<file path="src/rfwp_pkg.sv">
`default_nettype none
package rfwp_pkg;

  localparam logic [31:0] END_MARK      = 32'hFAFA_FAFA;
  localparam logic [23:0] HDR_RAW       = 24'h41_4443;
  localparam logic [23:0] HDR_ZSP       = 24'h41_505A;
  localparam logic [15:0] SIZE_TAG      = 16'hAABB;
  localparam logic [7:0]  MAX_SEG_RESET = 8'd16;

  localparam int QDEPTH = 4;
  localparam int QPTR_W = $clog2(QDEPTH);
  localparam int QCNT_W = $clog2(QDEPTH + 1);

  typedef enum logic [1:0] {
    MODE_NONE = 2'd0,
    MODE_RAW  = 2'd1,
    MODE_ZSP  = 2'd2
  } mode_t;

  typedef enum logic {
    KIND_PAYLOAD = 1'b0,
    KIND_STATUS  = 1'b1
  } kind_t;

  typedef struct packed {
    kind_t       kind;
    logic [31:0] data_word;
    logic [7:0]  segment;
    logic [7:0]  chip_number;
    logic [7:0]  board_out;
    mode_t       mode;
    logic        no_markers;
    logic        board_bad;
    logic        segment_overflow;
    logic        last;
  } result_t;

  typedef struct packed {
    logic [1:0] n;
    result_t    first;
    result_t    second;
  } push_t;

  function automatic logic [31:0] swap_bytes(input logic [31:0] v);
    return {v[7:0], v[15:8], v[23:16], v[31:24]};
  endfunction

endpackage
`default_nettype wire

</file>
<file path="src/rfwp_parse.sv">
`default_nettype none
module rfwp_parse
  import rfwp_pkg::*;
(
  input  wire logic        clk,
  input  wire logic        rst_n,
  input  wire logic        accept,
  input  wire logic [31:0] word,
  input  wire logic [7:0]  board_number,
  input  wire logic        end_of_frame,
  input  wire logic        cfg_we,
  input  wire logic [7:0]  cfg_wdata,
  output push_t            push
);

  logic [31:0] held_word_r, held_word_nxt;
  logic        held_valid_r, held_valid_nxt;
  mode_t       mode_r, mode_nxt;
  logic [7:0]  count_r, count_nxt;
  logic [7:0]  chip_r, chip_nxt;
  logic        halted_r, halted_nxt;
  logic        ovf_r, ovf_nxt;
  logic        frame_started_r;
  logic [7:0]  max_seg_r;

  logic        hv_e;
  mode_t       mode_e;
  logic [7:0]  count_e;
  logic        halted_e;
  logic [23:0] tag;
  logic        is_pay;
  logic        emit_a;
  logic        emit_b;
  logic        emit_held;
  result_t     held_res;
  result_t     stat_res;

  always_comb begin
    hv_e     = frame_started_r & held_valid_r;
    mode_e   = frame_started_r ? mode_r : MODE_NONE;
    count_e  = frame_started_r ? count_r : 8'd0;
    halted_e = frame_started_r & halted_r;
    tag      = word[31:8];

    held_word_nxt  = held_word_r;
    held_valid_nxt = hv_e;
    mode_nxt       = mode_e;
    count_nxt      = count_e;
    chip_nxt       = frame_started_r ? chip_r : 8'd0;
    halted_nxt     = halted_e;
    ovf_nxt        = frame_started_r & ovf_r;
    is_pay         = 1'b0;

    if (!halted_e) begin
      if (word == END_MARK) begin
        halted_nxt     = 1'b1;
        held_valid_nxt = 1'b0;
        chip_nxt       = 8'd0;
        count_nxt      = 8'd0;
      end else if (word[31:16] == SIZE_TAG) begin
        held_valid_nxt = hv_e;
      end else if (tag == HDR_RAW || tag == HDR_ZSP) begin
        mode_nxt       = (tag == HDR_RAW) ? MODE_RAW : MODE_ZSP;
        chip_nxt       = word[7:0];
        held_valid_nxt = 1'b0;
        if (count_e >= max_seg_r) begin
          ovf_nxt    = 1'b1;
          halted_nxt = 1'b1;
        end else begin
          count_nxt = count_e + 8'd1;
        end
      end else if (mode_e != MODE_NONE) begin
        is_pay = 1'b1;
        if (end_of_frame) begin
          held_valid_nxt = 1'b0;
        end else begin
          held_word_nxt  = (mode_e == MODE_RAW) ? swap_bytes(word) : word;
          held_valid_nxt = 1'b1;
        end
      end
    end

    emit_a = is_pay & hv_e;
    emit_b = end_of_frame & held_valid_nxt;
    if (emit_b) begin
      held_valid_nxt = 1'b0;
    end
    emit_held = emit_a | emit_b;

    held_res                  = '0;
    held_res.kind             = KIND_PAYLOAD;
    held_res.data_word        = held_word_r;
    held_res.segment          = count_nxt;
    held_res.board_out        = board_number;
    held_res.mode             = MODE_NONE;
    held_res.last             = ~end_of_frame;

    stat_res                  = '0;
    stat_res.kind             = KIND_STATUS;
    stat_res.segment          = count_nxt;
    stat_res.chip_number      = chip_nxt;
    stat_res.board_out        = board_number;
    stat_res.mode             = mode_nxt;
    stat_res.no_markers       = (mode_nxt == MODE_NONE);
    stat_res.board_bad        = (board_number == 8'd0);
    stat_res.segment_overflow = ovf_nxt;
    stat_res.last             = 1'b1;

    push.first  = emit_held ? held_res : stat_res;
    push.second = stat_res;
    if (!accept) begin
      push.n = 2'd0;
    end else begin
      push.n = {1'b0, emit_held} + {1'b0, end_of_frame};
    end
  end

  always_ff @(posedge clk) begin
    if (!rst_n) begin
      held_word_r     <= '0;
      held_valid_r    <= 1'b0;
      mode_r          <= MODE_NONE;
      count_r         <= 8'd0;
      chip_r          <= 8'd0;
      halted_r        <= 1'b0;
      ovf_r           <= 1'b0;
      frame_started_r <= 1'b0;
    end else if (accept) begin
      held_word_r     <= held_word_nxt;
      held_valid_r    <= held_valid_nxt;
      mode_r          <= mode_nxt;
      count_r         <= count_nxt;
      chip_r          <= chip_nxt;
      halted_r        <= halted_nxt;
      ovf_r           <= ovf_nxt;
      frame_started_r <= ~end_of_frame;
    end
  end

  always_ff @(posedge clk) begin
    if (!rst_n) begin
      max_seg_r <= MAX_SEG_RESET;
    end else if (cfg_we) begin
      max_seg_r <= cfg_wdata;
    end
  end

`ifndef SYNTHESIS
  a_two_only_at_eof: assert property (@(posedge clk) disable iff (!rst_n)
    push.n == 2'd2 |-> end_of_frame && push.second.kind == KIND_STATUS)
    else $error("two results pushed without end of frame");
  a_halt_keeps_held_clear: assert property (@(posedge clk) disable iff (!rst_n)
    frame_started_r && halted_r |-> !held_valid_r)
    else $error("held word valid while frame is halted");
  a_status_last: assert property (@(posedge clk) disable iff (!rst_n)
    push.n != 2'd0 && push.first.kind == KIND_STATUS |-> push.n == 2'd1)
    else $error("status pushed before a payload word");
`endif

endmodule
`default_nettype wire

</file>
<file path="src/rfwp_outq.sv">
`default_nettype none
module rfwp_outq
  import rfwp_pkg::*;
(
  input  wire logic clk,
  input  wire logic rst_n,
  input  push_t     push,
  output logic      room,
  output logic      out_valid,
  input  wire logic out_ready,
  output result_t   head
);

  result_t           q_r [QDEPTH];
  logic [QPTR_W-1:0] wr_ptr_r, wr_ptr_nxt;
  logic [QPTR_W-1:0] rd_ptr_r, rd_ptr_nxt;
  logic [QCNT_W-1:0] cnt_r, cnt_nxt;
  logic              pop;

  assign out_valid = (cnt_r != '0);
  assign room      = (cnt_r <= QCNT_W'(QDEPTH - 2));
  assign head      = q_r[rd_ptr_r];
  assign pop       = out_valid & out_ready;

  always_comb begin
    wr_ptr_nxt = wr_ptr_r + QPTR_W'(push.n);
    rd_ptr_nxt = rd_ptr_r + QPTR_W'(pop);
    cnt_nxt    = cnt_r + QCNT_W'(push.n) - QCNT_W'(pop);
  end

  always_ff @(posedge clk) begin
    if (push.n != 2'd0) begin
      q_r[wr_ptr_r] <= push.first;
    end
    if (push.n == 2'd2) begin
      q_r[wr_ptr_r + QPTR_W'(1)] <= push.second;
    end
  end

  always_ff @(posedge clk) begin
    if (!rst_n) begin
      wr_ptr_r <= '0;
      rd_ptr_r <= '0;
      cnt_r    <= '0;
    end else begin
      wr_ptr_r <= wr_ptr_nxt;
      rd_ptr_r <= rd_ptr_nxt;
      cnt_r    <= cnt_nxt;
    end
  end

`ifndef SYNTHESIS
  a_cnt_bound: assert property (@(posedge clk) disable iff (!rst_n)
    cnt_r <= QCNT_W'(QDEPTH))
    else $error("result queue overfilled");
  a_push_needs_room: assert property (@(posedge clk) disable iff (!rst_n)
    push.n != 2'd0 |-> room)
    else $error("push into queue without room");
  a_pop_only: assert property (@(posedge clk) disable iff (!rst_n)
    pop && push.n == 2'd0 |=> cnt_r == $past(cnt_r) - QCNT_W'(1))
    else $error("queue count did not drop on pop");
`endif

endmodule
`default_nettype wire

</file>
<file path="src/readout_frame_word_parser.sv">
`default_nettype none
// Frame word parser for a readout link.
// The input channel (in_valid/in_ready) takes one frame word per request,
// tagged with the board number and an end-of-frame flag. The result
// channel (out_valid/out_ready) returns payload words, delayed by one word
// and tagged with their segment, and one status request at the end of
// each frame. The configuration port (cfg_we/cfg_wdata) sets the maximum
// segment count; the user must write it only while the block is idle, as
// the block itself does not enforce this. A word is parsed in the cycle
// it is accepted and its results are registered in the queue; the block
// accepts one word per cycle while in_ready is high. A word yields zero,
// one or two results; results go into a four-entry queue that drains one
// per cycle while out_ready is high, and in_ready drops while fewer than
// two entries are free, so a stalled receiver stops the input once three or
// four requests are pending. Reset empties the queue, clears all frame
// state and sets the maximum segment count to 16.
module readout_frame_word_parser
  import rfwp_pkg::*;
(
  input  wire logic        clk,
  input  wire logic        rst_n,
  input  wire logic        in_valid,
  output logic             in_ready,
  input  wire logic [31:0] in_word,
  input  wire logic [7:0]  in_board_number,
  input  wire logic        in_end_of_frame,
  output logic             out_valid,
  input  wire logic        out_ready,
  output logic             out_kind,
  output logic [31:0]      out_data_word,
  output logic [7:0]       out_segment,
  output logic [7:0]       out_chip_number,
  output logic [7:0]       out_board_out,
  output logic [1:0]       out_mode,
  output logic             out_no_markers,
  output logic             out_board_bad,
  output logic             out_segment_overflow,
  output logic             out_last,
  input  wire logic        cfg_we,
  input  wire logic [7:0]  cfg_wdata
);

  logic    accept;
  logic    room;
  push_t   push;
  result_t head;

  assign in_ready = room;
  assign accept   = in_valid & room;

  rfwp_parse u_parse (
    .clk          (clk),
    .rst_n        (rst_n),
    .accept       (accept),
    .word         (in_word),
    .board_number (in_board_number),
    .end_of_frame (in_end_of_frame),
    .cfg_we       (cfg_we),
    .cfg_wdata    (cfg_wdata),
    .push         (push)
  );

  rfwp_outq u_outq (
    .clk       (clk),
    .rst_n     (rst_n),
    .push      (push),
    .room      (room),
    .out_valid (out_valid),
    .out_ready (out_ready),
    .head      (head)
  );

  assign out_kind             = head.kind;
  assign out_data_word        = head.data_word;
  assign out_segment          = head.segment;
  assign out_chip_number      = head.chip_number;
  assign out_board_out        = head.board_out;
  assign out_mode             = head.mode;
  assign out_no_markers       = head.no_markers;
  assign out_board_bad        = head.board_bad;
  assign out_segment_overflow = head.segment_overflow;
  assign out_last             = head.last;

endmodule
`default_nettype wire
</file>
<file path="config.mk">
export PLATFORM = sky130hd
export DESIGN_NAME = readout_frame_word_parser
export DESIGN_NICKNAME = d
export VERILOG_FILES = /design/src/rfwp_pkg.sv /design/src/rfwp_parse.sv /design/src/rfwp_outq.sv /design/src/readout_frame_word_parser.sv
export SDC_FILE = /design/constraint.sdc
export NUM_CORES = 1
export LEC_CHECK = 0
export BUFFER_PORTS_ARGS = -buffer_cell sky130_fd_sc_hd__buf_2
export CAP_MARGIN = 10
export CORE_MARGIN = 2
export CORE_UTILIZATION = 45
export CTS_BUF_LIST = sky130_fd_sc_hd__clkbuf_2
export DETAILED_ROUTE_END_ITERATION = 10
export PLACE_DENSITY_LB_ADDON = 0.12
export REMOVE_ABC_BUFFERS = 1
export SLEW_MARGIN = 40
export SYNTH_ARGS = -nofsm -noshare
export SYNTH_HDL_FRONTEND = slang
export SYNTH_HIERARCHICAL = 1
export SYNTH_SLANG_ARGS = --single-unit
</file>
<file path="constraint.sdc">
create_clock -name clk -period 21.6 [get_ports clk]
set_input_delay 3.24 -clock clk [delete_from_list [all_inputs] [get_ports clk]]
set_output_delay 3.24 -clock clk [all_outputs]
set_load 0.01 [all_outputs]
</file>
==> impl_summary.md <==
Status
The flow ran to the end, and the final reports show no timing, DRC or antenna violations.

STA
Of the available clock period, the critical path in the final layout requires 0.308. Setup total negative slack on the finished layout was measured at 0 ns. For the pin with the worst max-slew slack, the measured transition is 0.823 ns. The number of hold violations in the final report is 0. The max-slew violation count is 0. The final count of negative-setup-slack endpoints is 0. Setup repair after global routing left no endpoint under its margin.

The highest clock frequency the design can meet is 0.150 GHz. The normalized max-slew margin is 0.452. Between clock sinks in the finished design, the worst skew comes to 0.0591 ns. The clock period minus worst slack is 6.65 ns.

Cells and area
The area taken by flip-flops and latches is 0.00895 mm^2. The share of layout cells above drive strength 1 is 0.441. In the final layout, the multi-input gates occupy 0.00729 mm^2. The area growth from synthesis to layout is 8.77%.

The final-stage net count is 1410. Fill cells in the final layout number 3388.

Yosys
In this run, synthesis produced a sequential element count of 321. The count of flip-flops with a built-in enable after synthesis is 252. In the post-synthesis netlist, the biggest area contributors are sky130_fd_sc_hd__edfxtp_1 (44%), sky130_fd_sc_hd__mux2_2 (17%), sky130_fd_sc_hd__mux4_2 (8.3%), sky130_fd_sc_hd__dfxtp_1 (8.1%), sky130_fd_sc_hd__buf_4 (3.4%).

The share of synthesized registers carrying an async set or reset is 0. The synthesized area per cell is 13.9 um^2. The sequential fraction of the synthesis area is 0.524. The top cell type's share of synthesized area is 0.443. The cell area after synthesis is 0.0171 mm^2.

The cell accounting for the most synthesized area is sky130_fd_sc_hd__edfxtp_1. The netlist uses 65 different library cells. The number of warning messages in the yosys log is 6. The cell count after synthesis came out at 1232. After synthesis, the most frequently instantiated cells are sky130_fd_sc_hd__edfxtp_1 (252), sky130_fd_sc_hd__mux2_2 (252), sky130_fd_sc_hd__buf_4 (78), sky130_fd_sc_hd__dfxtp_1 (69), sky130_fd_sc_hd__nor2_1 (66). In the synthesized netlist the dominant register cell turns out to be sky130_fd_sc_hd__edfxtp_1.

Pwr
The share of total power in sequential cells is 0.500. Of the total power, the share spent switching nets is 0.293. The part of the power in the clock network is 0.316. The share of total power dissipated in combinational logic is 0.184.

The analysis attributes to cell leakage a power of 7.05 nW. IR analysis of the VDD net gives a maximum drop of 0.0000368 V. The internal cell power is 1.00 mW. The total power density per cell area is 76.3 mW/mm^2. The net switching power figure is 0.416 mW. The completed layout was analyzed and its total power is 1.42 mW.

Worst setup path
The worst setup path is launched from a primary input. In this run the critical register-to-register path is captured at u_outq/q_r[0][48]. In this run the critical register-to-register path is launched from u_parse/halted_r. The signal on the critical path passes through buf_2 > and4bb_2 > and4b_1 > and3_1 > a211oi_1 > o2bb2ai_4 > ha_1 > inv_1 > nor2_1 > o21bai_1 > o21ai_4 > buf_4. The setup path with the least slack is of type in2reg.

The required time reported for the critical path endpoint is 22.12 ns. The setup check on the worst reg-to-reg path leaves a slack of 17.55 ns. The worst register-to-register path has a depth of 8. The critical path launch point is in_word[16]. The largest single stage delay on the critical path is 0.76 ns. The data arrival time of the critical path is 7.17 ns. The master of the slowest instance on the critical path is sky130_fd_sc_hd__buf_4.

The capturing element of the worst setup path is u_outq/q_r[0][48]. The maximum fanout along the worst path is 45. The element type at the critical path end is a flip-flop.

Floorplanning
The die outline height is 199 um. The horizontal die dimension is 199 um. The initial utilization of the core area, before any placement, comes to 0.455.

After floorplanning, the core was sized to cover 0.0376 mm^2. The die area is 0.0396 mm^2. During I/O placement, the number of pins put on the boundary was 119. The number of placement rows is 71.

Run
The tool flagged a number of max-cap violations equal to 0.

Detailed routing
Once detail routing completed, the nets flagged for antenna violations numbered 0. Summing over every cut layer, the via total after detailed routing is 10400. After detailed routing, the total wire length is 40.8 mm. The number of DRC violations after detailed-routing iteration 0 is 710. In the routed design, unresolved DRC markers number 0. The average vias per placed instance is 5.41. The first detailed-routing pass ran for 6 iterations. The average wire per standard cell is 21.1 um.

Placed design
The final RePlAce weighted congestion is 0.851. In this run the tool buffered the top-level ports with 118 buffer cells. The half-perimeter wire length of the detailed placement result is 24.6 mm.

CTS
The number of H-tree levels is 3. TritonCTS created 88 clock buffers. The total number of clock tree sinks is 321.

The clock transition at the register clock pins on the worst setup and hold paths after CTS is 0.09 ns. The root buffer cell is sky130_fd_sc_hd__clkbuf_2. In this run, post-CTS repair resized a total of 0 instances. The post-CTS repair timing setup buffer count is 0. The maximum buffer depth of the clock tree is 3. Clock latency on the worst-skew pair, taken at its later pin, is 0.93 ns. Hold repair after CTS inserted 0 buffers. TritonCTS built the clock tree.

Global route
The pin count of the biggest net entering global routing is 64. The total overflow left after global routing is 0. The number of global-route vias before repair is 10900. The number of antenna violations at the first check in global routing is 3. The global-route usage over all layers is 0.213. The first global-routing pass estimated 62.9 mm of wire.

Hold path
The kind of path behind the tightest hold check is reg2reg.
## how the worst min path moves through the flow
| stage | start | to | slack [ns] | depth (start not counted) |
|---|---|---|---|---|
| finish | u_parse/chip_r[7] | u_parse/chip_r[7] | 0.49 | 1 |
| detailed placement | u_parse/chip_r[2] | u_parse/chip_r[2] | 0.46 | 1 |
| CTS | u_parse/chip_r[6] | u_parse/chip_r[6] | 0.49 | 1 |
| global route | u_parse/chip_r[6] | u_parse/chip_r[6] | 0.51 | 1 |
| floorplan | u_parse/chip_r[0] | u_parse/chip_r[0] | 0.45 | 1 |
| global placement | u_parse/chip_r[6] | u_parse/chip_r[6] | 0.46 | 1 |
## metrics by stage
step                      utilization  worst slack (ns)  cells  hold slack, ns  cell area, um^2
after detailed placement        0.472             14.01   1764           0.464            17700
final                           0.495             14.95   1930           0.490            18600
after global routing            0.495             14.76   1930           0.506            18600
after CTS                       0.494             14.96   1928           0.488            18600
after global placement          0.470             14.13   1763           0.461            17700
after floorplan                     -              8.21   1119           0.449            16200
## per-layer routing
layer	track usage	routed length [um]	part of all wire
met5	0	13	0.00032
met4	0.0901	1150	0.028
met3	0.0426	2100	0.051
met2	0.359	20200	0.49
met1	0.267	17400	0.43
## critical path, delay by kind of cell
| family | cells | cell delay, ns |
|---|---|---|
| adders and majority gates | 1 | 0.16 |
| and+or+nand+nor | 4 | 1.17 |
| AOI/OAI and AO/OA | 4 | 1.62 |
| buffers and inverters | 3 | 0.96 |
## logic make-up (layout without fill, tap and decap cells)
logic type               count (synthesis)  after routing  synth area share
AO/OA/AOI/OAI                          122            122            0.0521
XOR/XNOR                                 2              2           0.00264
adder cells (fa/ha/maj)                 13             13           0.00996
buffers and inverters                  176            329            0.0632
flip-flops                             321            321             0.524
multiplexers                           358            358             0.274
other                                    2             36          0.000439
AND/OR/NAND/NOR                        238            238            0.0739
## layout make-up
| class | count | area share |
|---|---|---|
| inverters | 31 | 0.00626 |
| flip-flops and latches | 321 | 0.482 |
| multi-input cells | 767 | 0.392 |
| clock inverters | 24 | 0.00808 |
| repair buffers | 134 | 0.0396 |
| well taps | 511 | 0.0344 |
| clock buffers | 140 | 0.0377 |
| diodes | 2 | 0.000269 |
## registers in the layout, summed over array words and instances (netlist names), 2 cells and up
signal               flops
u_parse/count_r          8
u_parse/max_seg_r        8
u_outq/rd_ptr_r          2
u_parse/mode_r           2
u_outq/q_r             252
u_parse/chip_r           8
u_parse/held_word_r     32
u_outq/wr_ptr_r          2
u_outq/cnt_r             3
## cell usage in the layout (no fill, tap or decap), types with 3 or more instances in the layout
master / instances
sky130_fd_sc_hd__mux2_2: 252
sky130_fd_sc_hd__edfxtp_1: 252
sky130_fd_sc_hd__clkbuf_2: 140
sky130_fd_sc_hd__buf_2: 118
sky130_fd_sc_hd__dfxtp_1: 67
sky130_fd_sc_hd__nor2_1: 64
sky130_fd_sc_hd__mux4_2: 63
sky130_fd_sc_hd__and2_1: 46
sky130_fd_sc_hd__mux2i_1: 43
sky130_fd_sc_hd__nand2_1: 41
sky130_fd_sc_hd__a211oi_1: 35
sky130_fd_sc_hd__conb_1: 34
sky130_fd_sc_hd__inv_1: 31
sky130_fd_sc_hd__nand3_1: 22
sky130_fd_sc_hd__o21ai_0: 17
sky130_fd_sc_hd__clkinv_1: 15
sky130_fd_sc_hd__ha_1: 12
sky130_fd_sc_hd__buf_4: 10
sky130_fd_sc_hd__a31oi_1: 10
sky130_fd_sc_hd__a21oi_1: 9
sky130_fd_sc_hd__a2bb2oi_1: 8
sky130_fd_sc_hd__nor3_1: 8
sky130_fd_sc_hd__a22o_1: 8
sky130_fd_sc_hd__nand2b_1: 6
sky130_fd_sc_hd__or3_1: 5
sky130_fd_sc_hd__buf_6: 5
sky130_fd_sc_hd__or4_1: 5
sky130_fd_sc_hd__nor4_1: 5
sky130_fd_sc_hd__nand4_1: 5
sky130_fd_sc_hd__nand4b_1: 4
sky130_fd_sc_hd__inv_2: 3
sky130_fd_sc_hd__clkinv_2: 3
sky130_fd_sc_hd__o31ai_1: 3
sky130_fd_sc_hd__nor2b_1: 3
sky130_fd_sc_hd__a21o_1: 3
sky130_fd_sc_hd__o211ai_1: 3
sky130_fd_sc_hd__nand4bb_1: 3
sky130_fd_sc_hd__and3_1: 3
## power groups by stage
stage	Sequential, mW	Combinational [mW]	Clock (mW)
2_1_floorplan	0.736	0.154	0
3_3_place_gp	0.724	0.266	0
6_report	0.709	0.261	0.449
5_1_grt	0.714	0.284	0.506
3_5_place_dp	0.725	0.265	0
4_1_cts	0.710	0.267	0.472
No activity file was read; power rests on OpenSTA's default activity.
